==> config.mk <==
export PLATFORM = sky130hd
export DESIGN_NAME = vdw_mul
export DESIGN_NICKNAME = d
export VERILOG_FILES = /design/src/rtl/core/vdw_pkg.sv /design/src/rtl/core/vdw_mul.sv
export SDC_FILE = /design/constraint.sdc
export NUM_CORES = 2
export LEC_CHECK = 0
export ABC_CLOCK_PERIOD_IN_PS = 19990
export BUFFER_PORTS_ARGS = -buffer_cell sky130_fd_sc_hd__buf_4
export CAP_MARGIN = 40
export CORE_MARGIN = 2
export CORE_UTILIZATION = 40
export CTS_CLUSTER_DIAMETER = 50
export DETAILED_ROUTE_END_ITERATION = 10
export PLACE_DENSITY = 0.53
export SYNTH_ARGS = -nofsm -noshare
export SYNTH_HDL_FRONTEND = slang
export SYNTH_SLANG_ARGS = --single-unit
==> constraint.sdc <==
create_clock -name i_clk -period 19.99 [get_ports i_clk]
set_input_delay 2.9985 -clock i_clk [delete_from_list [all_inputs] [get_ports i_clk]]
set_output_delay 2.9985 -clock i_clk [all_outputs]
set_load 0.05 [all_outputs]
==> src/rtl/core/vdw_pkg.sv <==
// ----------------------------------------------------------------------------
// vdw_pkg
// Shared widths and constants for the 12-6 pair energy and gradient pipeline.
// ----------------------------------------------------------------------------
package vdw_pkg;

    // multiplier limb width
    localparam int LIMB_W   = 32;
    // fraction bits dropped after each power of x^2
    localparam int FRAC_W   = 32;

    localparam int IDX_W    = 12;
    localparam int POS_W    = 32;
    localparam int PRM_W    = 16;

    // |rij| component below the far limit
    localparam int MAG_W    = 24;
    localparam int SQ_W     = 2 * MAG_W;
    localparam int B_W      = SQ_W + 2;
    localparam int A_W      = 2 * PRM_W;

    // powers of x^2
    localparam int S_W      = 40;
    localparam int S2_W     = 48;
    localparam int X6_W     = 56;
    localparam int X12_W    = 80;

    // mixed well depth and 12*D
    localparam int D_W      = 16;
    localparam int D12_W    = D_W + 4;
    localparam int UD_W     = X12_W + D12_W;
    localparam int N_W      = UD_W + MAG_W;
    // gradient quotient bits kept before the final shift
    localparam int GQ_W     = 44;
    localparam int G_SH     = 12;
    localparam int E_SH     = 28;

    localparam int DIV_BPS  = 4;
    localparam int ISQ_SPS  = 2;
    localparam int MUL_LAT  = 2;

    localparam logic [POS_W-1:0] POS_MAX = 32'h7FFF_FFFF;
    localparam logic [POS_W-1:0] NEG_MAX = 32'h8000_0000;

endpackage

==> src/rtl/core/vdw_mul.sv <==
// ----------------------------------------------------------------------------
// vdw_mul
// Unsigned multiplier split into 32x32 limb products, two register stages.
// ----------------------------------------------------------------------------
module vdw_mul #(
    parameter int WA = 32,
    parameter int WB = 32
) (
    input  logic             i_clk,
    input  logic [WA-1:0]    i_a,
    input  logic [WB-1:0]    i_b,
    output logic [WA+WB-1:0] o_p
);

    localparam int LW = vdw_pkg::LIMB_W;
    localparam int NA = (WA + LW - 1) / LW;
    localparam int NB = (WB + LW - 1) / LW;
    localparam int PW = LW * (NA + NB);

    logic [NA*LW-1:0]  a_pad;
    logic [NB*LW-1:0]  b_pad;
    logic [2*LW-1:0]   r_pp [NA*NB];
    logic [PW-1:0]     n_sum;
    logic [WA+WB-1:0]  r_p;

    assign a_pad = (NA*LW)'(i_a);
    assign b_pad = (NB*LW)'(i_b);

    // stage 1: limb products
    always_ff @(posedge i_clk) begin
        for (int i = 0; i < NA; i++) begin
            for (int j = 0; j < NB; j++) begin
                r_pp[i*NB+j] <= a_pad[i*LW +: LW] * b_pad[j*LW +: LW];
            end
        end
    end

    // stage 2: align and sum
    always_comb begin
        n_sum = '0;
        for (int i = 0; i < NA; i++) begin
            for (int j = 0; j < NB; j++) begin
                n_sum = n_sum + (PW'(r_pp[i*NB+j]) << (LW * (i + j)));
            end
        end
    end

    always_ff @(posedge i_clk) begin
        r_p <= n_sum[WA+WB-1:0];
    end

    assign o_p = r_p;

endmodule

==> impl_metrics.env <==
export IMPL_synth_area_per_cell_sq_um=9.45
export IMPL_synth_common_cells="fa_1 (896), inv_1 (861), and2_1 (599)"
export IMPL_slew_viol_final=0
export IMPL_start_util_pct=40.5
export IMPL_hold_viol_final=0
export IMPL_outcome="complete, no violations"
export IMPL_numPortBuffers=128
export IMPL_rsz0062_at_grt="no"
export IMPL_slew_headroom_pct=52.6
export IMPL_drt_total_wl_mm=98.1
export IMPL_cts_htree_levels=4
export IMPL_start_kind="input pin"
export IMPL_rows=109
export IMPL_synth_area_top_cells="fa_1 (50%), and2_1 (10%), ha_1 (9.2%)"
export IMPL_synth_nets=5015
export IMPL_synth_enable_flop_cells=0
export IMPL_cts_root_buf="clkbuf_16"
export IMPL_multi_input_area_sq_um=29100
export IMPL_clock_latency_ns=0.49
export IMPL_grt_use_total_pct=22.4
export IMPL_netlist_top_cell_by_area="fa_1"
export IMPL_place_congestion=0.873
export IMPL_end_kind="register"
export IMPL_wl_per_cell_um=20.0
export IMPL_grt_max_degree=33
export IMPL_setup_viol=0
export IMPL_num_fill_cells=8862
export IMPL_cp_max_fo=33
export IMPL_synth_simple_gate_area_share_pct=16.8
export IMPL_gr_total_overflow=0
export IMPL_seqCellArea_sq_um=2560
export IMPL_critPathKind="input pin to register"
export IMPL_vias=24569
export IMPL_grt_pass1_vias=26929
export IMPL_period_needed_ns=10.56
export IMPL_nets=4949
export IMPL_cts_buffer_depth=2
export IMPL_drive_gt1_share_pct=4.82
export IMPL_ctsHoldBuffers=0
export IMPL_slowest_delay_ns=0.59
export IMPL_syn_area_sq_um=35800
export IMPL_skew_ns=0.00662
export IMPL_timing_rr_start="r_pp[0][61]"
export IMPL_synthCells=3791
export IMPL_holdWs_ns=0.322
export IMPL_cts_setup_buffers=0
export IMPL_max_freq_mhz=94.7
export IMPL_ys_seq_area_share_pct=7.15
export IMPL_synthAdderAreaFrac_pct=59.3
export IMPL_max_cap_violations=0
export IMPL_path_buf_inv=3
export IMPL_die_x_um=303
export IMPL_r2r_slack_ns=19.53
export IMPL_place_hpwl_mm=76.8
export IMPL_hold_class="register to register"
export IMPL_die_area_sq_um=92000
export IMPL_cts_tree="yes"
export IMPL_synth_compound_area_share_pct=3.71
export IMPL_crit_path_start="i_a[15]"
export IMPL_ys_warn_count=0
export IMPL_cts_buffers=17
export IMPL_worst_ep_required_time_ns=20.37
export IMPL_path_cells="buf_4, and2_1, fa_1, fa_1, inv_1, fa_1, fa_1, inv_1, fa_1, fa_1, fa_1, fa_1, ha_1, a21oi_1, nor2_1, a211o_2, a2111o_1, a32oi_1, a31oi_1, a221o_1, a221oi_1, o21ai_1, xor2_1"
export IMPL_synth_ff_type="dfxtp_1"
export IMPL_async_reset_ff_share_pct=0
export IMPL_antenna_found_initial=0
export IMPL_fin_crit_sh_pct=52.8
export IMPL_dr_pass1_iters=5
export IMPL_synth_seq_cells=128
export IMPL_synth_top_family_by_area="adder cells"
export IMPL_grt_first_pass_wirelength_mm=155
export IMPL_die_h_um=303
export IMPL_clkTransAtPathRegs_ns=0.07
export IMPL_vias_per_cell=5.01
export IMPL_drt_iter0_markers=1147
export IMPL_synth_cell_types=71
export IMPL_area_growth_pct=5.93
export IMPL_cp_top_family="adder cells"
export IMPL_synth_most_common_cell="fa_1"
export IMPL_remaining_drc_errors=0
export IMPL_cpMostUsedCell="fa_1"
export IMPL_io_pins=129
export IMPL_cts_resized=0
export IMPL_cp_arrival_ns=10.94
export IMPL_crit_slowest_cell="fa_1"
export IMPL_yosysTopAreaCellShare_pct=50.1
export IMPL_max_slew_worst_pin_slew_ns=0.702
export IMPL_core_area_sq_um=88500
export IMPL_ant_nets=0
export IMPL_synth_xor_area_share_pct=1.52
export IMPL_hp_start="r_pp[0][51]"
export IMPL_finalSetupTns_ns=0
export IMPL_synth_area_mux_share_pct=0.0279
export IMPL_clkSinkCount=128
-- registers in the layout, indices dropped and copies added (netlist names) --
name,cells
r_pp,64
o_p,64
-- worst paths after layout --
check	to	cells after the start
setup / recovery	r_pp[0][60]	23
setup reg to reg	o_p[61]	0
hold / removal	o_p[51]	0
hold reg to reg	o_p[51]	0
-- final cells by class --
class | count | area share [%]
Clock inverter | 15 | 0.425
Tap cell | 1165 | 3.84
Inverter | 861 | 8.52
Sequential cell | 128 | 6.75
Antenna cell | 2 | 0.0132
Clock buffer | 17 | 1.12
Multi-Input combinational cell | 2588 | 76.8
Timing Repair Buffer | 129 | 2.55
-- logic make-up after synthesis --
kind of cell,count (synthesis)
buffers and inverters,1075
XOR/XNOR,62
flip-flops,128
AND/OR/NAND/NOR,1164
AO/OA/AOI/OAI,202
adder cells (fa/ha/maj),1159
multiplexers,1
-- placed cells by master, fill, tap and decap left out, types with 18 or more instances in the layout --
cell type | netlist | routed
dfxtp_1 | 128 | 128
and2_1 | 599 | 599
fa_1 | 896 | 896
a21oi_1 | 65 | 65
xor2_1 | 27 | 27
a21o_1 | 32 | 32
ha_1 | 263 | 263
inv_1 | 861 | 861
o21ai_0 | 36 | 36
nand2_1 | 473 | 473
nor2_1 | 31 | 31
buf_4 | 4 | 128
nand4_1 | 18 | 18
xnor2_1 | 35 | 35
-- routing by layer --
layer / track usage (%) / part of all wire [%] / vias up
li1: - / - / 10825
met1: 27.4 / 40 / 13116
met2: 40.6 / 53 / 497
met3: 2.46 / 3.2 / 131
met4: 8.61 / 4.0 / 0
met5: 0 / 0 / -
-- through the flow --
| stage | instances | setup WS [ns] | util (%) | area [sq um] |
|---|---|---|---|---|
| finish | 4905 | 9.43 | 42.9 | 37900 |
| global route | 4903 | 9.15 | 42.9 | 37900 |
| CTS | 4903 | 9.47 | 42.9 | 37900 |
| detailed placement | 4871 | 8.94 | 42.2 | 37400 |
| global placement | 4870 | 9.03 | 42.2 | 37300 |
| floorplan | 3791 | 9.81 | - | 35800 |
Power is not shown: default switching activity piles up to over one toggle a cycle in this logic, so the estimate is an artifact.
