`config.mk`:
```
export PLATFORM = sky130hd
export DESIGN_NAME = vdw_isqrt
export DESIGN_NICKNAME = d
export VERILOG_FILES = /design/src/rtl/core/vdw_isqrt.sv
export SDC_FILE = /design/constraint.sdc
export NUM_CORES = 1
export LEC_CHECK = 0
export BUFFER_PORTS_ARGS = -buffer_cell sky130_fd_sc_hd__buf_2
export CAP_MARGIN = 20
export CORE_UTILIZATION = 55
export DETAILED_ROUTE_END_ITERATION = 8
export PLACE_DENSITY = 0.72
export SLEW_MARGIN = 5
export SYNTH_ARGS = -nofsm -noshare
export SYNTH_HDL_FRONTEND = slang
export SYNTH_SLANG_ARGS = --single-unit
```
`constraint.sdc`:
```
create_clock -name i_clk -period 6.65 [get_ports i_clk]
set_input_delay 0.9975 -clock i_clk [delete_from_list [all_inputs] [get_ports i_clk]]
set_output_delay 0.9975 -clock i_clk [all_outputs]
set_load 0.01 [all_outputs]
```
`src/rtl/core/vdw_isqrt.sv`:
```
// ----------------------------------------------------------------------------
// vdw_isqrt
// Pipelined integer square root (floor), SPS result bits per register stage.
// ----------------------------------------------------------------------------
module vdw_isqrt #(
    parameter int WR  = 16,
    parameter int SPS = 2
) (
    input  logic            i_clk,
    input  logic [2*WR-1:0] i_v,
    output logic [WR-1:0]   o_r
);

    localparam int WV = 2 * WR;
    localparam int NS = (WR + SPS - 1) / SPS;

    logic [WV-1:0] r_v   [NS];
    logic [WV-1:0] r_res [NS];

    for (genvar g = 0; g < NS; g++) begin : g_stage
        logic [WV-1:0] v_in;
        logic [WV-1:0] res_in;
        logic [WV-1:0] n_v;
        logic [WV-1:0] n_res;
        logic [WV-1:0] one_b;
        logic [WV:0]   trial;

        if (g == 0) begin : g_first
            assign v_in   = i_v;
            assign res_in = '0;
        end else begin : g_next
            assign v_in   = r_v[g-1];
            assign res_in = r_res[g-1];
        end

        // digit-by-digit root, two bits of radicand per step
        always_comb begin
            n_v   = v_in;
            n_res = res_in;
            one_b = '0;
            trial = '0;
            for (int b = 0; b < SPS; b++) begin
                if (g * SPS + b < WR) begin
                    one_b = WV'(1) << (WV - 2 - 2 * (g * SPS + b));
                    trial = {1'b0, n_res} + {1'b0, one_b};
                    if ({1'b0, n_v} >= trial) begin
                        n_v   = n_v - trial[WV-1:0];
                        n_res = (n_res >> 1) + one_b;
                    end else begin
                        n_res = n_res >> 1;
                    end
                end
            end
        end

        always_ff @(posedge i_clk) begin
            r_v[g]   <= n_v;
            r_res[g] <= n_res;
        end
    end

    assign o_r = r_res[NS-1][WR-1:0];

endmodule

```
==> impl_metrics.ini, run 1 <==
[clock_tree]
cts_tree = yes
cts-buffers-inserted = 30
clock_latency_ps = 580
cts_buffer_depth = 3
clkTransAtPathRegs_ps = 60
cts.sinks = 296
htreeDepth = 1
cts-root-buf = clkbuf_16
postCtsHoldBufs = 0
cts_setup_buffers = 0
cts_resized = 0

[setup_path]
critPathRequiredTime_ps = 7100
path_cells = inv_1 -> ha_1 -> o21ai_0 -> a221oi_1 -> buf_4 -> a21o_1 -> a2111oi_4 -> nand2_1 -> inv_1 -> o21ai_0 -> ha_1 -> a21o_1 -> a221o_1 -> a211oi_1 -> and3_4 -> and4bb_2 -> nand2_2 -> mux2_2
crit_arrival_ps = 6380
critPathSlowestCell = a2111oi_4
critPathMaxStageDelay_ps = 580
critical_path_peak_fanout = 23
crit_type = register to register
critPathLaunchType = register
end_kind = register
path_delay_family = compound AO/OA/AOI/OAI gates
path_buf_inv = 3

[routing]
drcViolationCount = 0
viasPerCell = 5.965
antenna_left = 0
dr_total_vias = 14200
wl_per_cell_um = 17.67
drtIter0Drc = 1039
drt-total-wl_mm = 42.07
drt_pre_antenna_iters = 5

[floorplanning]
die_x_um = 177.3
dieArea_um2 = 31420
pin_count = 49
coreArea_um2 = 29950
start_util = 0.5640
fp.dieH_um = 177.3
rows = 63

[power_and_ir_drop]
max-vdd-ir-drop_uv = 374.6
powerDensity_nw_per_um2 = 512.9
p_leak_nw = 8.418

[finish]
layout_common_cells = dfxtp_1, ha_1, nor2_1, nand2_1, a21oi_1
instances_no_fill = 2381
nFillCells = 2590
area_growth_pct = 9.701
drive_above_1_share = 0.09292
n_antenna_cell = 0
regArea_um2 = 5926
fin_nets = 2156
multi_input_area_um2 = 10260
layout_commonest_cell = dfxtp_1

[grt]
grt_pass1_wl_mm = 68.01
grt_antenna_before_repair = 1
grt_max_degree = 30
grt_overflow_total = 0
grt_use_total = 0.2666
grt_pass1_vias = 13630

[logic_synthesis]
yosys_warnings = 0
ys_ff_latch = 296
yosys-top-cells-area = dfxtp_1, ha_1, xnor2_1, a21oi_1, xor2_1
syn_area_um2 = 16890
postSynthCellCount = 1924
synth-async-reset-ratio = 0
ys_seq_area_frac = 0.3507
synth_cell_types = 105
yosys.area.top_type = dfxtp_1
synth_top_area_frac = 0.3507
syn_avg_cell_area_um2 = 8.781
synth_edf_count = 0
syn_nets = 2113
ys.flop_type = dfxtp_1

[worst_hold_path]
hold_class = register to register

[placed_design]
hpwlAfterDp_mm = 33.04
io_buffers = 48
placed_cells = 2325
gp_congestion = 0.9536

[sta]
fin_crit_sh = 0.8928
tightestPinTransition_ps = 776.4
period_minus_slack_ps = 5937
rsz0062_at_grt = no
final-setup-viol-count = 0
max_slew_margin = 0.4811
finalSetupTns_ps = 0
hold_slack_ps = 342.3
finalClockSkew_ps = 22.24
drv_slew = 0
final_hold_viol_count = 0
fmax_mhz = 168.4

[run_status]
status = finished, final reports clean

[flow_run]
drv_cap = 0
-- routing by layer --
layer,vias up,global-route usage,part of all wire
met4,0,0.08796,0.032
li1,6984,-,-
met3,87,0.02577,0.044
met5,-,0,0
met1,6691,0.3230,0.43
met2,441,0.4894,0.50
-- flip-flops by register name (all words and copies together), names as in the netlist --
signal  count
r_res      72
r_v       224
-- synthesized netlist by cell type (all sizes together) (4+ instances only) --
library cell	instances
dfxtp	296
ha	156
nand2	144
nor2	144
a21oi	132
inv	128
xnor2	105
o21ai	99
xor2	70
nand3	62
nor4	50
a21o	48
nor3	48
nand4	31
mux2	28
clkbuf	27
nand2b	25
o21a	24
or3	23
buf	19
nor2b	18
a211oi	17
and3	17
a31oi	15
mux2i	14
o211ai	14
o31ai	14
or4	14
a2111oi	9
a21boi	9
nor3b	9
and2	8
nand3b	8
o21bai	8
o31a	7
or2	7
nor4b	6
nand4b	5
a2111o	4
a221o	4
a221oi	4
a41oi	4
o41ai	4
-- through the flow --
| step | utilization | setup slack [ps] | instance area, um^2 | power [mW] |
|---|---|---|---|---|
| 2_1_floorplan | - | 1529 | 16900 | 6.557 |
| 3_3_place_gp | 0.5830 | 1032 | 17460 | 7.557 |
| 3_5_place_dp | 0.5832 | 882.7 | 17470 | 7.662 |
| 4_1_cts | 0.6188 | 804.7 | 18530 | 9.447 |
| 5_1_grt | 0.6188 | 363.0 | 18530 | 10.15 |
| 6_report | 0.6188 | 712.8 | 18530 | 9.507 |
-- worst register-to-register path, stage by stage (launching register included) --
cell and delay (ps):
dfxtp_1 340, inv_1 80, ha_1 340, o21ai_0 330
a221oi_1 150, buf_4 180, a21o_1 240, a2111oi_4 590
nand2_1 330, inv_1 430, o21ai_0 230, ha_1 410
a21o_1 220, a221o_1 360, a211oi_1 360, and3_4 270
and4bb_2 280, nand2_2 290, mux2_2 390
-- where the power goes --
group	total, mW	internal [mW]	switching (mW)
clock	1.75	1.01	0.747
sequential	2.68	2.26	0.426
combinational	5.07	2.18	2.89
-- final timing paths --
| check | startpoint | end | slack, ps | cells after the start |
|---|---|---|---|---|
| worst max-delay path | r_res[1][13]$_DFF_P_ | r_v[5][12]$_DFF_P_ | 710 | 18 |
| worst max register to register | r_res[1][13]$_DFF_P_ | r_v[5][12]$_DFF_P_ | 710 | 18 |
| worst min-delay path | r_v[5][0]$_DFF_P_ | r_v[6][0]$_DFF_P_ | 340 | 0 |
| worst min register to register | r_v[5][0]$_DFF_P_ | r_v[6][0]$_DFF_P_ | 340 | 0 |
-- kinds of logic (layout without fill, tap and decap cells) --
family          Yosys count  in the layout  share of synthesized area
simple gates            635            635                     0.1988
xor+xnor                175            175                    0.09072
mux                      42             42                    0.02948
compound gates          445            445                     0.1722
flops                   296            296                     0.3507
buf+inv                 175            242                    0.04258
fa+ha+maj               156            156                     0.1155
-- layout make-up --
type	count	share of cell area
clock buffers	39	0.04611
clock inverters	17	0.01134
inverters	129	0.02653
multi-input cells	1453	0.5534
flip-flops and latches	296	0.3197
well taps	390	0.02633
repair buffers	57	0.01661
No activity file was read; power rests on OpenSTA's default activity.
==> inputs of run 2 (changes only) <==
PLACE_DENSITY = default   (was 0.72)
PLACE_DENSITY_LB_ADDON = 0.2   (was default)
==> impl_metrics.ini, run 2 (synthesis results as in run 1) <==
[run_status]
status = finished, final reports clean

[sta]
tightestPinTransition_ps = 912.7
period_minus_slack_ps = 6088
max_slew_margin = 0.3829
rsz0062_at_grt = no
final_hold_viol_count = 0
worst_slack_ps = 562.4
finalSetupTns_ps = 0
final-setup-viol-count = 0
finalClockSkew_ps = 15.74
fmax_mhz = 164.3
fin_crit_sh = 0.9154
drv_slew = 0
hold_slack_ps = 347.5

[setup_path]
critical_path_peak_fanout = 23
crit_type = register to register
end_kind = register
critPathLaunchType = register
regToRegStartpoint = r_res[1][13]$_DFF_P_
crit_path_start = r_res[1][13]$_DFF_P_
crit_arrival_ps = 6540
critPathRequiredTime_ps = 7100
rrSetupSlack_ps = 560

[placed_design]
gp_congestion = 0.9934
pre_cts_ws_ps = 785.9
hpwlAfterDp_mm = 33.91
place_area_um2 = 17470
io_buffers = 48
placed_cells = 2325

[power_and_ir_drop]
p_leak_nw = 8.446
powerDensity_nw_per_um2 = 514.9
max-vdd-ir-drop_uv = 399.0
total_power_mw = 9.564

[finish]
layout_commonest_cell = dfxtp_1
top_register = r_v
drive_above_1_share = 0.09333
reg_top3 = r_v (224), r_res (72)
instances_no_fill = 2384
layout_common_cells = dfxtp_1, ha_1, nor2_1, nand2_1, a21oi_1
largest_reg_flops = 224
area_growth_pct = 9.946
fin_nets = 2157
design_area_um2 = 18580
final_util = 0.6201

[grt]
grt_pass1_vias = 13630
grt_pass1_wl_mm = 68.60
grt_max_degree = 25
grt_antenna_before_repair = 0
grt_overflow_total = 0
grt_use_total = 0.2720

[clock_tree]
clock_latency_ps = 570
clkTransAtPathRegs_ps = 60
postCtsHoldBufs = 0
cts_buffer_depth = 3
cts-buffers-inserted = 31
cts-root-buf = clkbuf_16
cts.sinks = 296
htreeDepth = 1
cts_setup_buffers = 0
cts_tree = yes
cts_resized = 0

[routing]
drtIter0Drc = 952
wl_per_cell_um = 17.90
dr_total_vias = 14050
antenna_left = 0
drt-total-wl_mm = 42.68
viasPerCell = 5.891
drt_pre_antenna_iters = 5
drcViolationCount = 0

[floorplanning]
coreArea_um2 = 29950
dieArea_um2 = 31420
fp.dieH_um = 177.3
start_util = 0.5640
pin_count = 49
die_x_um = 177.3
rows = 63

[worst_hold_path]
hold_class = register to register
min-delay-start = r_v[2][4]$_DFF_P_

[flow_run]
drv_cap = 0
## run 2: changes by cell type in the layout (fill, tap and decap cells not counted), moves of 2 or more
| cell | change |
|---|---|
| clkinv_2 | +3 |
| clkinv_4 | -3 |
| bufinv_16 | +2 |
| clkbuf_8 | -2 |
| inv_6 | +2 |
## run 2: path summary, 6_finish.rpt
check	to	cells past startpoint
worst max-delay path	r_v[5][12]$_DFF_P_	21
worst max register to register	r_v[5][12]$_DFF_P_	21
worst min register to register	r_v[3][4]$_DFF_P_	0
worst min-delay path	r_v[3][4]$_DFF_P_	0
## run 2: final cells by class
class                      count  area, um^2
clock buffer                  39       855.8
timing repair buffer          57       307.8
tap                          390       488.0
sequential                   296        5926
antenna                        1       2.502
clock inverter                19       247.7
multi-input combinational   1453       10260
fill                        2585       11380
inverter                     129       491.7
## run 2: routing by layer
metal | track usage | part of all wire
met1 | 0.3270 | 0.43
met2 | 0.4928 | 0.49
met3 | 0.03544 | 0.047
met4 | 0.09509 | 0.032
met5 | 0 | 0
## run 2: power breakdown
part           total, mW  internal, mW  switching, mW
registers           2.70          2.26          0.442
clock network       1.82          1.08          0.740
logic               5.04          2.18           2.86
## run 2: critical path: stages, from the launching register on
cell and delay (ps):
dfxtp_1 330, inv_1 70, ha_1 330, o21ai_0 350, a221oi_1 170, buf_4 180, a21o_1 240, a2111oi_4 630
nand2_1 370, buf_4 280, nor2_1 90, a21oi_1 70, ha_1 440, nand3_1 110, or4_1 400, a2111o_1 320
nand2_1 160, a211oi_1 140, and3_4 220, and4bb_2 250, nand2_2 370, mux2_2 400
==> inputs of run 3 (changes only) <==
BUFFER_PORTS_ARGS = -buffer_cell sky130_fd_sc_hd__buf_4   (was -buffer_cell sky130_fd_sc_hd__buf_2)
==> impl_metrics.ini, run 3 (synthesis results as in run 1) <==
[routing]
dr_total_vias = 14220
drcViolationCount = 0
viasPerCell = 5.966
wl_per_cell_um = 17.93
antenna_left = 0
drt_pre_antenna_iters = 7
drt-total-wl_mm = 42.72
drtIter0Drc = 1079

[power_and_ir_drop]
max-vdd-ir-drop_uv = 320.6
total_power_mw = 9.609
combPwrFrac = 0.526
p_sw_mw = 4.033
p_int_mw = 5.576
clkPwrFrac = 0.194
p_leak_nw = 8.512
powerDensity_nw_per_um2 = 513.3
seq_power_share = 0.280
swShare = 0.4197

[placed_design]
gp_congestion = 0.9688
hpwlAfterDp_mm = 33.49
io_buffers = 48

[sta]
rsz0062_at_grt = no
finalSetupTns_ps = 0
fmax_mhz = 172.3
max_slew_margin = 0.4206
fin_crit_sh = 0.8730
finalClockSkew_ps = 13.24
drv_slew = 0
tightestPinTransition_ps = 847.2
final_hold_viol_count = 0
period_minus_slack_ps = 5805
final-setup-viol-count = 0

[clock_tree]
cts.sinks = 296
clock_latency_ps = 570
clkTransAtPathRegs_ps = 70
cts_tree = yes
cts_setup_buffers = 0
htreeDepth = 1
cts_buffer_depth = 3
cts-root-buf = clkbuf_16
cts-buffers-inserted = 31
cts_resized = 0
postCtsHoldBufs = 0

[setup_path]
critical_path_peak_fanout = 23
crit_type = register to register
end_kind = register
critPathRequiredTime_ps = 7100
critPathLaunchType = register
crit_arrival_ps = 6250

[floorplanning]
coreArea_um2 = 29950
pin_count = 49
dieArea_um2 = 31420
start_util = 0.5640
die_x_um = 177.3
fp.dieH_um = 177.3
rows = 63

[finish]
layout_common_cells = dfxtp_1, ha_1, nor2_1, nand2_1, a21oi_1
regArea_um2 = 5926
n_antenna_cell = 0
fin_nets = 2157
reg_top3 = r_v (224), r_res (72)
nFillCells = 2580
area_growth_pct = 10.80
multi_input_area_um2 = 10260
largest_reg_flops = 224
top_register = r_v
drive_above_1_share = 0.09383
layout_commonest_cell = dfxtp_1

[grt]
grt_antenna_before_repair = 0
grt_max_degree = 25
grt_overflow_total = 0
grt_pass1_vias = 13740
grt_pass1_wl_mm = 68.41
grt_use_total = 0.2703

[flow_run]
drv_cap = 0

[run_status]
status = finished, final reports clean

[worst_hold_path]
hold_class = register to register
[run 3: changes by cell type in the layout (fill, tap and decap cells not counted), sizes merged]
cell and delta:
bufinv +1, clkinv +2, clkinvlp +1, diode -1, inv -4
[run 3: area by class of cell]
class                   instances  area share
clock inverters                19     0.01410
repair buffers                 57     0.02286
inverters                     129     0.02627
clock buffers                  39     0.04625
well taps                     390     0.02607
flip-flops and latches        296      0.3166
multi-input cells            1453      0.5479
[run 3: routing by layer]
| metal | track usage | share of wire |
|---|---|---|
| met1 | 0.3265 | 0.42 |
| met2 | 0.4792 | 0.48 |
| met3 | 0.02921 | 0.047 |
| met4 | 0.1239 | 0.046 |
| met5 | 0 | 0 |
[run 3: power groups by stage]
stage               clock [mW]  combinational (mW)  sequential (mW)
floorplan                    0                4.05             2.51
global placement             0                4.90             2.72
detailed placement           0                4.96             2.72
CTS                       1.89                5.00             2.68
global route              1.97                5.57             2.74
finish                    1.86                5.06             2.69
[run 3: final timing paths]
check | start | endpoint | slack [ps] | depth (start not counted)
worst max-delay path | r_res[1][14]$_DFF_P_ | r_v[5][14]$_DFF_P_ | 840 | 19
worst max register to register | r_res[1][14]$_DFF_P_ | r_v[5][14]$_DFF_P_ | 840 | 19
worst min register to register | r_v[5][1]$_DFF_P_ | r_v[6][1]$_DFF_P_ | 340 | 0
worst min-delay path | r_v[5][1]$_DFF_P_ | r_v[6][1]$_DFF_P_ | 340 | 0
[run 3: stage by stage]
| step | hold WS (ps) | std cells | utilization | setup slack [ps] | cell area (um^2) |
|---|---|---|---|---|---|
| after floorplan | 322.7 | 1924 | - | 1529 | 16900 |
| after global placement | 329.2 | 2324 | 0.5870 | 1130 | 17580 |
| after detailed placement | 334.7 | 2325 | 0.5872 | 938.0 | 17590 |
| after CTS | 345.0 | 2383 | 0.6249 | 911.2 | 18720 |
| after global routing | 355.5 | 2383 | 0.6249 | 519.6 | 18720 |
| final | 342.9 | 2383 | 0.6249 | 844.8 | 18720 |
[run 3: worst max-delay path, cell delays in order (launching register included)]
cell and delay, ps:
dfxtp_1 400, inv_1 110, ha_1 230, nor3_1 300, a221oi_1 140, buf_4 180, a21o_1 240, a2111oi_4 610
nand2_1 110, buf_4 230, inv_1 360, o21ai_0 230, ha_1 400, a21o_1 200, a221o_1 350, a211oi_1 360
and3_4 270, and4bb_2 290, nand2_2 290, mux2_2 380
